File: config.mk
export PLATFORM = sky130hd
export DESIGN_NAME = four_channel_pwm_timer_core
export DESIGN_NICKNAME = d
export VERILOG_FILES = /design/src/rtl/fcpwm_pkg.sv /design/src/rtl/fcpwm_cfg.sv /design/src/rtl/fcpwm_duty.sv /design/src/rtl/fcpwm_counter.sv /design/src/rtl/four_channel_pwm_timer_core.sv
export SDC_FILE = /design/constraint.sdc
export NUM_CORES = 2
export LEC_CHECK = 0
export BUFFER_PORTS_ARGS = -buffer_cell sky130_fd_sc_hd__clkbuf_2
export CAP_MARGIN = 20
export CORE_AREA = 2 2 213 215
export CTS_CLUSTER_DIAMETER = 150
export CTS_CLUSTER_SIZE = 10
export DETAILED_ROUTE_END_ITERATION = 7
export DIE_AREA = 0 0 215 217
export HOLD_SLACK_MARGIN = 0.15
export PLACE_DENSITY_LB_ADDON = 0.05
export RECOVER_POWER = 25
export SLEW_MARGIN = 20
export SYNTH_ARGS = -nofsm -noshare
export SYNTH_HDL_FRONTEND = slang
export SYNTH_SLANG_ARGS = --single-unit
File: constraint.sdc
create_clock -name clk -period 7.6 [get_ports clk]
set_input_delay 0.76 -clock clk [delete_from_list [all_inputs] [get_ports clk]]
set_output_delay 0.76 -clock clk [all_outputs]
set_load 0.02 [all_outputs]
File: src/rtl/fcpwm_pkg.sv
// ----------------------------------------------------------------------------
// fcpwm_pkg
// Shared types and constants of the four-channel PWM timer: register indexes,
// operation codes, field widths and the fixed-point reciprocal of one hundred.
// ----------------------------------------------------------------------------
package fcpwm_pkg;

    localparam int CFG_INDEX_WIDTH = 2;
    localparam int CFG_DATA_WIDTH  = 16;
    localparam int CHANNEL_WIDTH   = 2;
    localparam int DUTY_WIDTH      = 8;
    localparam int PERCENT_WIDTH   = 7;
    localparam int VALUE_WIDTH     = 16;
    localparam int LANES           = 4;

    // duty * period / 100 is done as duty * (period * ceil(2^30 / 100)) >> 30.
    // The rounding error stays below 0.005, under the 0.01 step of the quotient.
    localparam int RECIP_SHIFT  = 30;
    localparam int RECIP_WIDTH  = 24;
    localparam int SCALED_WIDTH = VALUE_WIDTH + RECIP_WIDTH;
    localparam int PRODUCT_WIDTH = SCALED_WIDTH + PERCENT_WIDTH;
    localparam logic [RECIP_WIDTH-1:0] RECIP_MULT = 24'd10737419;

    localparam logic [PERCENT_WIDTH-1:0] FULL_PERCENT = 7'd100;
    localparam logic [VALUE_WIDTH-1:0]   PERIOD_RESET = 16'hFFFF;
    localparam logic [SCALED_WIDTH-1:0]  PERIOD_SCALED_RESET =
        SCALED_WIDTH'(64'(PERIOD_RESET) * 64'(RECIP_MULT));

    typedef enum logic [CFG_INDEX_WIDTH-1:0] {
        REG_PRESCALER      = 2'd0,
        REG_PERIOD         = 2'd1,
        REG_CHANNEL_ENABLE = 2'd2,
        REG_COUNTER_ENABLE = 2'd3
    } reg_index_t;

    typedef enum logic {
        OP_TICK = 1'b0,
        OP_DUTY = 1'b1
    } opcode_t;

    typedef struct packed {
        logic [VALUE_WIDTH-1:0]  prescaler;
        logic [VALUE_WIDTH-1:0]  period;
        logic [SCALED_WIDTH-1:0] period_scaled;
        logic [LANES-1:0]        channel_enable;
        logic                    counter_enable;
    } cfg_t;

    typedef struct packed {
        logic [LANES-1:0]       pwm_out;
        logic [VALUE_WIDTH-1:0] count_value;
        logic                   update_event;
    } tmr_result_t;

endpackage

File: src/rtl/fcpwm_cfg.sv
// ----------------------------------------------------------------------------
// fcpwm_cfg
// Configuration register file. Also keeps period times the reciprocal of one
// hundred, so the duty conversion needs a single multiply per item.
// ----------------------------------------------------------------------------
module fcpwm_cfg (
    input  logic                                  clk,
    input  logic                                  rst_n,
    input  logic                                  cfg_write_en,
    input  logic [fcpwm_pkg::CFG_INDEX_WIDTH-1:0] cfg_index,
    input  logic [fcpwm_pkg::CFG_DATA_WIDTH-1:0]  cfg_data,
    output fcpwm_pkg::cfg_t                       cfg
);

    fcpwm_pkg::cfg_t                          cfg_reg;
    fcpwm_pkg::cfg_t                          cfg_next;
    logic [fcpwm_pkg::SCALED_WIDTH-1:0]       scaled;

    assign scaled = fcpwm_pkg::SCALED_WIDTH'(cfg_data) *
                    fcpwm_pkg::SCALED_WIDTH'(fcpwm_pkg::RECIP_MULT);

    always_comb
    begin
        cfg_next = cfg_reg;
        if (cfg_write_en)
        begin
            unique case (fcpwm_pkg::reg_index_t'(cfg_index))
                fcpwm_pkg::REG_PRESCALER:
                begin
                    cfg_next.prescaler = cfg_data;
                end
                fcpwm_pkg::REG_PERIOD:
                begin
                    cfg_next.period        = cfg_data;
                    cfg_next.period_scaled = scaled;
                end
                fcpwm_pkg::REG_CHANNEL_ENABLE:
                begin
                    cfg_next.channel_enable = cfg_data[fcpwm_pkg::LANES-1:0];
                end
                fcpwm_pkg::REG_COUNTER_ENABLE:
                begin
                    cfg_next.counter_enable = cfg_data[0];
                end
                default:
                begin
                    cfg_next = cfg_reg;
                end
            endcase
        end
    end

    always_ff @(posedge clk or negedge rst_n)
    begin
        if (!rst_n)
        begin
            cfg_reg.prescaler      <= '0;
            cfg_reg.period         <= fcpwm_pkg::PERIOD_RESET;
            cfg_reg.period_scaled  <= fcpwm_pkg::PERIOD_SCALED_RESET;
            cfg_reg.channel_enable <= '0;
            cfg_reg.counter_enable <= 1'b0;
        end
        else
        begin
            cfg_reg <= cfg_next;
        end
    end

    assign cfg = cfg_reg;

endmodule

File: src/rtl/fcpwm_duty.sv
// ----------------------------------------------------------------------------
// fcpwm_duty
// Duty to compare conversion: saturate at 100 percent, then
// duty * period / 100 truncated, by one multiply against the scaled period.
// ----------------------------------------------------------------------------
module fcpwm_duty (
    input  logic [fcpwm_pkg::DUTY_WIDTH-1:0]   duty_percent,
    input  logic [fcpwm_pkg::SCALED_WIDTH-1:0] period_scaled,
    output logic [fcpwm_pkg::VALUE_WIDTH-1:0]  compare
);

    logic [fcpwm_pkg::PERCENT_WIDTH-1:0] duty_sat;
    logic [fcpwm_pkg::PRODUCT_WIDTH-1:0] product;

    assign duty_sat = (duty_percent > fcpwm_pkg::DUTY_WIDTH'(fcpwm_pkg::FULL_PERCENT))
                    ? fcpwm_pkg::FULL_PERCENT
                    : duty_percent[fcpwm_pkg::PERCENT_WIDTH-1:0];

    assign product = fcpwm_pkg::PRODUCT_WIDTH'(duty_sat) *
                     fcpwm_pkg::PRODUCT_WIDTH'(period_scaled);

    // quotient never exceeds the period, so the 16 bits from bit 30 up hold it all
    assign compare = product[fcpwm_pkg::RECIP_SHIFT +: fcpwm_pkg::VALUE_WIDTH];

endmodule

File: src/rtl/fcpwm_counter.sv
// ----------------------------------------------------------------------------
// fcpwm_counter
// Timer state: prescaler, main up-counter, preload and active compares.
// Computes the state after one transaction and the channel levels from it.
// ----------------------------------------------------------------------------
module fcpwm_counter #(
    parameter int CHANNELS      = 4,
    parameter int COUNTER_WIDTH = 16
) (
    input  logic                                clk,
    input  logic                                rst_n,
    input  logic                                step,
    input  fcpwm_pkg::opcode_t                  opcode,
    input  logic [fcpwm_pkg::CHANNEL_WIDTH-1:0] channel,
    input  logic [fcpwm_pkg::VALUE_WIDTH-1:0]   compare,
    input  fcpwm_pkg::cfg_t                     cfg,
    output fcpwm_pkg::tmr_result_t              result
);

    localparam int CMP_WIDTH = (COUNTER_WIDTH > fcpwm_pkg::VALUE_WIDTH)
                             ? COUNTER_WIDTH : fcpwm_pkg::VALUE_WIDTH;

    logic [fcpwm_pkg::VALUE_WIDTH-1:0] presc_reg;
    logic [fcpwm_pkg::VALUE_WIDTH-1:0] presc_next;
    logic [COUNTER_WIDTH-1:0]          main_reg;
    logic [COUNTER_WIDTH-1:0]          main_next;
    logic [fcpwm_pkg::VALUE_WIDTH-1:0] pending_reg [CHANNELS];
    logic [fcpwm_pkg::VALUE_WIDTH-1:0] pending_next [CHANNELS];
    logic [fcpwm_pkg::VALUE_WIDTH-1:0] active_reg [CHANNELS];
    logic [fcpwm_pkg::VALUE_WIDTH-1:0] active_next [CHANNELS];
    logic                              run;
    logic                              presc_carry;
    logic                              wrap;
    logic                              reload;
    logic [fcpwm_pkg::LANES-1:0]       levels;

    assign run         = (opcode == fcpwm_pkg::OP_TICK) && cfg.counter_enable;
    assign presc_carry = presc_reg >= cfg.prescaler;
    assign wrap        = CMP_WIDTH'(main_reg) >= CMP_WIDTH'(cfg.period);
    assign reload      = run && presc_carry && wrap;

    always_comb
    begin
        presc_next = presc_reg;
        main_next  = main_reg;
        if (run)
        begin
            if (presc_carry)
            begin
                presc_next = '0;
                main_next  = wrap ? '0 : main_reg + 1'b1;
            end
            else
            begin
                presc_next = presc_reg + 1'b1;
            end
        end
    end

    for (genvar i = 0; i < CHANNELS; i++)
    begin : g_chan
        assign pending_next[i] = ((opcode == fcpwm_pkg::OP_DUTY) &&
                                  (channel == fcpwm_pkg::CHANNEL_WIDTH'(i)))
                               ? compare : pending_reg[i];
        assign active_next[i]  = reload ? pending_reg[i] : active_reg[i];

        always_ff @(posedge clk or negedge rst_n)
        begin
            if (!rst_n)
            begin
                pending_reg[i] <= '0;
                active_reg[i]  <= '0;
            end
            else if (step)
            begin
                pending_reg[i] <= pending_next[i];
                active_reg[i]  <= active_next[i];
            end
        end
    end

    for (genvar i = 0; i < fcpwm_pkg::LANES; i++)
    begin : g_level
        if (i < CHANNELS)
        begin : g_used
            assign levels[i] = cfg.channel_enable[i] &&
                               (CMP_WIDTH'(main_next) < CMP_WIDTH'(active_next[i]));
        end
        else
        begin : g_unused
            assign levels[i] = 1'b0;
        end
    end

    always_ff @(posedge clk or negedge rst_n)
    begin
        if (!rst_n)
        begin
            presc_reg <= '0;
            main_reg  <= '0;
        end
        else if (step)
        begin
            presc_reg <= presc_next;
            main_reg  <= main_next;
        end
    end

    assign result.pwm_out      = levels;
    assign result.count_value  = fcpwm_pkg::VALUE_WIDTH'(main_next);
    assign result.update_event = reload;

endmodule

File: src/rtl/four_channel_pwm_timer_core.sv
// ----------------------------------------------------------------------------
// four_channel_pwm_timer_core
// Four-channel edge-aligned PWM timer, up-counting, active-high outputs.
// ----------------------------------------------------------------------------
// Usage:
//   Item channel (item_valid/item_ready) carries one transaction per timer
//   tick (opcode tick) or per duty update (opcode duty, channel, duty_percent).
//   Result channel (result_valid/result_ready) returns exactly one transaction
//   per item: channel levels, counter value, update event and the compare
//   computed by a duty update (zero on a tick).
//   Configuration is a plain write port (cfg_write_en, cfg_index, cfg_data),
//   written only while no transaction is in flight (user's rule, unenforced).
// Path: an accepted item waits in the input register, then one pass of counter
//   and duty logic carries it into the result register, whose valid flag drives
//   result_valid.
// Throughput: one transaction per cycle while the result side is not stalled;
//   the duty conversion is one multiply against the preloaded scaled period.
// Reset: counters, compares and configuration registers take their reset
//   values, both channels come up empty; the period reads 65535.
// Stall: while result_ready is low the result register holds and the input
//   register keeps one more item; item_ready drops only when both are full.
// ----------------------------------------------------------------------------
module four_channel_pwm_timer_core #(
    parameter int CHANNELS      = 4,
    parameter int COUNTER_WIDTH = 16
) (
    input  logic                                  clk,
    input  logic                                  rst_n,
    // configuration write port
    input  logic                                  cfg_write_en,
    input  logic [fcpwm_pkg::CFG_INDEX_WIDTH-1:0] cfg_index,
    input  logic [fcpwm_pkg::CFG_DATA_WIDTH-1:0]  cfg_data,
    // item channel
    input  logic                                  item_valid,
    output logic                                  item_ready,
    input  logic                                  opcode,
    input  logic [fcpwm_pkg::CHANNEL_WIDTH-1:0]   channel,
    input  logic [fcpwm_pkg::DUTY_WIDTH-1:0]      duty_percent,
    // result channel
    output logic                                  result_valid,
    input  logic                                  result_ready,
    output logic [fcpwm_pkg::LANES-1:0]           pwm_out,
    output logic [fcpwm_pkg::VALUE_WIDTH-1:0]     count_value,
    output logic                                  update_event,
    output logic [fcpwm_pkg::VALUE_WIDTH-1:0]     compare_value
);

    fcpwm_pkg::cfg_t                       cfg;
    fcpwm_pkg::tmr_result_t                tmr_result;

    // input register
    logic                                  in_vld_reg;
    logic                                  in_vld_next;
    fcpwm_pkg::opcode_t                    op_reg;
    logic [fcpwm_pkg::CHANNEL_WIDTH-1:0]   chan_reg;
    logic [fcpwm_pkg::DUTY_WIDTH-1:0]      duty_reg;

    // result register
    logic                                  out_vld_reg;
    logic                                  out_vld_next;
    fcpwm_pkg::tmr_result_t                res_reg;
    logic [fcpwm_pkg::VALUE_WIDTH-1:0]     cmp_reg;

    logic                                  advance;
    logic                                  item_take;
    logic [fcpwm_pkg::VALUE_WIDTH-1:0]     duty_compare;

    // The held item moves on whenever the result register is free or drains.
    assign advance    = in_vld_reg && (!out_vld_reg || result_ready);
    assign item_ready = !in_vld_reg || advance;
    assign item_take  = item_valid && item_ready;

    assign in_vld_next  = item_ready ? item_valid : in_vld_reg;
    assign out_vld_next = (!out_vld_reg || result_ready) ? in_vld_reg : out_vld_reg;

    always_ff @(posedge clk or negedge rst_n)
    begin
        if (!rst_n)
        begin
            in_vld_reg  <= 1'b0;
            out_vld_reg <= 1'b0;
        end
        else
        begin
            in_vld_reg  <= in_vld_next;
            out_vld_reg <= out_vld_next;
        end
    end

    always_ff @(posedge clk)
    begin
        if (item_take)
        begin
            op_reg   <= fcpwm_pkg::opcode_t'(opcode);
            chan_reg <= channel;
            duty_reg <= duty_percent;
        end
    end

    fcpwm_cfg u_cfg (
        .clk          (clk),
        .rst_n        (rst_n),
        .cfg_write_en (cfg_write_en),
        .cfg_index    (cfg_index),
        .cfg_data     (cfg_data),
        .cfg          (cfg)
    );

    fcpwm_duty u_duty (
        .duty_percent  (duty_reg),
        .period_scaled (cfg.period_scaled),
        .compare       (duty_compare)
    );

    // Timer state commits only on the cycle the item enters the result register.
    fcpwm_counter #(
        .CHANNELS      (CHANNELS),
        .COUNTER_WIDTH (COUNTER_WIDTH)
    ) u_counter (
        .clk     (clk),
        .rst_n   (rst_n),
        .step    (advance),
        .opcode  (op_reg),
        .channel (chan_reg),
        .compare (duty_compare),
        .cfg     (cfg),
        .result  (tmr_result)
    );

    always_ff @(posedge clk)
    begin
        if (advance)
        begin
            res_reg <= tmr_result;
            cmp_reg <= (op_reg == fcpwm_pkg::OP_DUTY) ? duty_compare : '0;
        end
    end

    assign result_valid  = out_vld_reg;
    assign pwm_out       = res_reg.pwm_out;
    assign count_value   = res_reg.count_value;
    assign update_event  = res_reg.update_event;
    assign compare_value = cmp_reg;

`ifndef SYNTHESIS
    // back-pressure only when both registers hold a transaction
    a_ready_only_when_full: assert property (@(posedge clk) disable iff (!rst_n)
        !item_ready |-> (in_vld_reg && out_vld_reg && !result_ready))
        else $error("item_ready low with room in the pipeline");

    // a wrap always restarts the counter at zero
    a_update_clears_count: assert property (@(posedge clk) disable iff (!rst_n)
        (out_vld_reg && res_reg.update_event) |-> (res_reg.count_value == '0))
        else $error("update event with nonzero count");

    // a tick never reports a compare; an update only comes from a tick
    a_update_is_tick: assert property (@(posedge clk) disable iff (!rst_n)
        (out_vld_reg && res_reg.update_event) |-> (cmp_reg == '0))
        else $error("update event together with a duty compare");

    // the result register empties only through an accepted transaction
    a_result_drain: assert property (@(posedge clk) disable iff (!rst_n)
        $fell(out_vld_reg) |-> $past(result_ready))
        else $error("result dropped without being taken");
`endif

endmodule

# [Yosys cells after proc, flatten, opt, wreduce, memory -nomap -nowiden]
# Cells that the tools add are included.
[op_classes] magnitude_cmp=7 n_eq_ne=6 n_bitwise=1 muxes=9 addsub=2 mul=2 reduce_logical=28
[op_table] op="two-way mux 16 bit" count=8
[op_table] op="< comparator 16 bit" count=4
[op_table] op="multiplier 7 x 40 -> 46 bit" count=1
[op_table] op="multiplier 16 x 24 -> 40 bit (second input constant)" count=1
[op_table] op="adder 16 x 1 -> 16 bit (second input constant)" count=2
[op_table] op="greater-or-equal comparator 16 bit" count=2
[op_table] op="AND reduction 2 bit" count=9
[op_table] op="logical AND 1 bit" count=13
[op_table] op="== test 2 bit (second input constant)" count=4
[op_table] op="> comparator 8 x 7 -> 1 bit (second input constant)" count=1
[op_table] op="two-way mux 7 bit" count=1
[op_table] op="== test 2 x 1 -> 1 bit (second input constant)" count=2
[op_table] op="logical NOT 2 bit" count=2
[op_table] op="logical NOT 1 bit" count=2
[op_table] op="logical OR 1 bit" count=2
[op_table] op="NOT 1 bit" count=1
[word_totals] out_inout_bits=39 reg_bits=287 wordCells=79

# [Logic depth before layout (Yosys ltp)]
[depth] depth_word=7 depth_mapped=25 ltp_nobuf=23

# [Modules after synthesis]
# A second synthesis with hierarchy kept.
[hier_totals] cells_unflattened=2994 area_unflattened_um2=29293.1
[modules_own_cells] mod="fcpwm_cfg" cells_per_inst=1002 instances=1 area_each_um2=9698.1
[modules_own_cells] mod="fcpwm_counter" cells_per_inst=904 instances=1 area_each_um2=9420.3
[modules_own_cells] mod="fcpwm_duty" cells_per_inst=1015 instances=1 area_each_um2=8501.9
[modules_own_cells] mod="four_channel_pwm_timer_core" cells_per_inst=73 instances=1 area_each_um2=1672.9

# [Worst setup path after synthesis]
# OpenSTA, ideal clock, no wires.
[synth_timing] path_type="register to register" startpoint="register duty_reg[0] (netlist bit)" endpoint="register cmp_reg (netlist bit compare_value[14]) (data pin)" arrival_time_ns=5.728 slack_ns=1.618 setup_time_ns=0.255 required_time_ns=7.345 synth_period_minus_slack_ns=5.982 stages_incl_launch_ff=24 path_cell_list="edfxtp_1 > o21ai_0 > nand2_1 > a31oi_1 > clkbuf_1 > nand2b_1 > clkbuf_1 > and2_1 > fa_1 > fa_1 > fa_1 > inv_1 > fa_1 > inv_1 > ha_1 > a2111oi_0 > o21ai_1 > o211ai_1 > a32oi_1 > o2111ai_1 > nand2_1 > o211a_1 > o31a_1 > and2_1"
[synth_between] elab_chain_len=3
[synth_lines] element="from (decl)" line="four_channel_pwm_timer_core.sv:56" text="logic [fcpwm_pkg::DUTY_WIDTH-1:0] duty_reg;"
[synth_lines] element="from (signal assigned)" line="four_channel_pwm_timer_core.sv:96" text="duty_reg <= duty_percent;"
[synth_lines] element="> comparator 8 x 7 -> 1 bit" line="fcpwm_duty.sv:15" text="assign duty_sat = (duty_percent > fcpwm_pkg::DUTY_WIDTH'(fcpwm_pkg::FULL_PERCENT))"
[synth_lines] element="two-way mux 7 bit *" line="fcpwm_duty.sv:16" text="? fcpwm_pkg::FULL_PERCENT"
[synth_lines] element="multiplier 7 x 40 -> 46 bit *" line="fcpwm_duty.sv:19" text="assign product = fcpwm_pkg::PRODUCT_WIDTH'(duty_sat) *"
[synth_lines] element="to (signal assigned)" line="four_channel_pwm_timer_core.sv:135" text="cmp_reg <= (op_reg == fcpwm_pkg::OP_DUTY) ? duty_compare : '0;"
[synth_lines] element="to (decl)" line="four_channel_pwm_timer_core.sv:62" text="logic [fcpwm_pkg::VALUE_WIDTH-1:0] cmp_reg;"
# Mark *: on every way between the ends. The rest lies on a longest branch, timed or not.
# A chain may end at the register's enable or synchronous reset.

# [Worst setup path after layout]
[layout_timing] startpoint="register duty_reg[0] (netlist bit)" endpoint="register cmp_reg (netlist bit compare_value[15]) (data pin)"
# The elaborated chain is that of the path after synthesis.

==> flow_summary.json <==
{
  "crit_fanout": 109,
  "synth-adder-area-share_pct": 36.2,
  "rsz0062_at_grt": "false",
  "clk_pin_slew_ns": 0.05,
  "startpoint_type": "flip-flop",
  "grt_pass1_wl_um": 117000,
  "synth_simple_gate_area_share_pct": 14.4,
  "worstSetupStartpoint": "duty_reg[0]",
  "grt_pass1_vias": 21200,
  "critPathCapture": "compare_value[15]",
  "clock_latency_ns": 0.54,
  "fmax_mhz": 141,
  "antenna_found_initial": 2,
  "yosysTopAreaCell": "fa_1",
  "dr.pass1.iters": 6,
  "post-route-util_pct": 67.4,
  "fin_worst_skew_ns": 0.0234,
  "fp-row-count": 78,
  "seq_area_frac_synth_pct": 26.4,
  "grt_max_degree": 199,
  "cts_buffers": 34,
  "io_pins": 73,
  "violations": "max-capacitance violations, max-slew violations",
  "arrival_ns": 7.35,
  "synth_most_common_cell": "inv_1",
  "maxSlewViolCount": 99,
  "path_class": "flip-flop to flip-flop",
  "dpl-instance-area_um2": 29200,
  "synth.distinct_cells": 84,
  "synth_cells": 2853,
  "yosys_warnings": 0,
  "cts_max_level": 2,
  "finalCriticalPeriod_ns": 7.08,
  "postCtsSetupBuffers": 0,
  "core_um2": 44700,
  "root_buffer": "clkbuf_16",
  "via_count": 20600,
  "reg2reg_slack_ns": 0.52,
  "die_w_um": 215,
  "drv_cap": 2,
  "dieArea_um2": 46700,
  "nNetsFinal": 3548,
  "fin_setup_tns_ns": 0,
  "hold_viol_final": 0,
  "synth_ff_type": "dfrtp_1",
  "portBuffers": 72,
  "synth_commonest_cells": "inv_1, ha_1, nand2_1",
  "clockBufferDepth": 3,
  "worstPathRequired_ns": 7.87,
  "die_y_um": 217,
  "drive_above_1_share_pct": 8.30,
  "worstHoldPathCells": 1,
  "tightest_slew_ns": 3.11,
  "overflow": 0,
  "synthXorXnorAreaFrac_pct": 2.21,
  "synth_nets": 3517,
  "grtUsageTotal_pct": 31.9,
  "synth_area_um2": 28200,
  "syn-mean-instance-area_um2": 9.88,
  "synth_top_family_by_area": "adder cells",
  "fillCellCount": 3624,
  "rr_worst_depth": 21,
  "final_cells": 3507,
  "area_delta_synth_final_pct": 6.87,
  "routedWlPerCell_um": 20.4,
  "cts_tree": "yes",
  "antenna_left": 0,
  "cts.sinks": 286,
  "period_share_pct": 93.2,
  "rr_startpoint": "duty_reg[0]",
  "final_area_um2": 30100,
  "routed_wl_um": 71400,
  "synthArstFlopShare_pct": 83.2,
  "initial_core_util_pct": 63.1,
  "drc_errors": 0,
  "rr_endpoint": "compare_value[15]",
  "synth_compound_area_share_pct": 9.82,
  "hold_class": "input port to flip-flop",
  "ys_ff_latch": 286,
  "largest_register_ffs": 76,
  "drtIter0Drc": 1387,
  "status": "finished, violations left",
  "synth.area.mux_share_pct": 4.39,
  "max_slew_margin_pct": -108,
  "via_per_inst": 5.87,
  "dp_hpwl_um": 54700,
  "synthTopCellsByArea": "fa_1, dfrtp_1, ha_1",
  "worstSetupEndpointType": "flip-flop",
  "synth_top_area_share_pct": 21.9,
  "setup-violations-final": 0,
  "synth_edf_count": 48,
  "routabilityCongestion": 0.941,
  "place_inst": 3446
}
cells in the final DEF, fill, tap and decap left out, types with 22 or more instances in the layout:
cell type  synthesis  routed
a21oi_1           92      92
inv_1            396     395
clkbuf_1          83      27
ha_1             322     322
mux2i_1           63      63
nand3_1           33      33
and2_1           123     122
xnor2_1           38      38
nor3_1            23      22
clkbuf_16          0      35
dfstp_2           37      37
nor2_1            80      80
dfrtp_1          201     201
mux2_2            51      51
fa_1             308     308
a21o_1            62      62
edfxtp_1          48      48
nand4_1           27      27
and3_1           123     123
o21ai_0          162     162
clkbuf_2           0      67
xor2_1            33      33
nand2_1          319     318
layout make-up:
type / count / area, um2 / share of cell area, %
Antenna cell: 2 / 5.00 / 0.0166
Clock inverter: 3 / 37.5 / 0.125
Tap cell: 600 / 751 / 2.49
Clock buffer: 54 / 947 / 3.14
Multi-Input combinational cell: 2070 / 18900 / 62.8
Inverter: 398 / 1500 / 4.96
Timing Repair Buffer: 94 / 543 / 1.80
Sequential cell: 286 / 7440 / 24.7
how the worst min path moves through the flow:
stage,startpoint,endpoint,slack [ns]
after floorplan,u_cfg.cfg[3],u_cfg.cfg[3],0.44
after global placement,u_counter.active_reg[49],u_counter.active_reg[49],0.46
after detailed placement,u_counter.active_reg[27],u_counter.active_reg[27],0.47
after CTS,channel[0],chan_reg[0],0.37
after global routing,channel[0],chan_reg[0],0.39
final,opcode,op_reg,0.40
critical path, cell delays in order, from the launching register on:
cell       delay (ns)
edfxtp_1         0.53
o21ai_0          0.23
nand2_1          0.13
a31oi_4          0.24
buf_12           0.33
and2_1           0.39
nand2_1          0.17
fa_1             0.48
fa_1             0.55
inv_1            0.06
fa_1             0.50
fa_1             0.44
ha_1             0.32
a21oi_1          0.26
o21ai_0          0.20
a31oi_1          0.34
a21oi_1          0.14
o2111ai_1        0.36
nand2_1          0.22
a211oi_1         0.42
xnor2_1          0.33
nor2_1           0.09
timing repair:
action                                 in CTS  in global routing
hold buffers                                1                  0
resized for setup                           0                  0
endpoints found under the hold margin      18                  0
cell families (layout without fill, tap and decap cells):
| logic type | after synthesis | after routing |
|---|---|---|
| multiplexers | 117 | 117 |
| buffers and inverters | 497 | 549 |
| AO/OA/AOI/OAI | 445 | 445 |
| AND/OR/NAND/NOR | 807 | 807 |
| flip-flops | 286 | 286 |
| other | 0 | 2 |
| adder cells (fa/ha/maj) | 630 | 630 |
| XOR/XNOR | 71 | 71 |
through the flow:
step	hold slack, ns	setup WS, ns
after global routing	0.390	0.263
after CTS	0.374	0.670
final	0.396	0.517
after floorplan	0.442	1.62
after global placement	0.461	0.670
after detailed placement	0.469	0.674
routing by layer:
| layer | GRT usage, % | share of wire (%) |
|---|---|---|
| met5 | 0 | 0.013 |
| met4 | 7.15 | 1.8 |
| met3 | 3.30 | 5.3 |
| met2 | 51.9 | 47 |
| met1 | 46.6 | 46 |
Power is not shown: default switching activity piles up to over one toggle a cycle in this logic, so the estimate is an artifact.
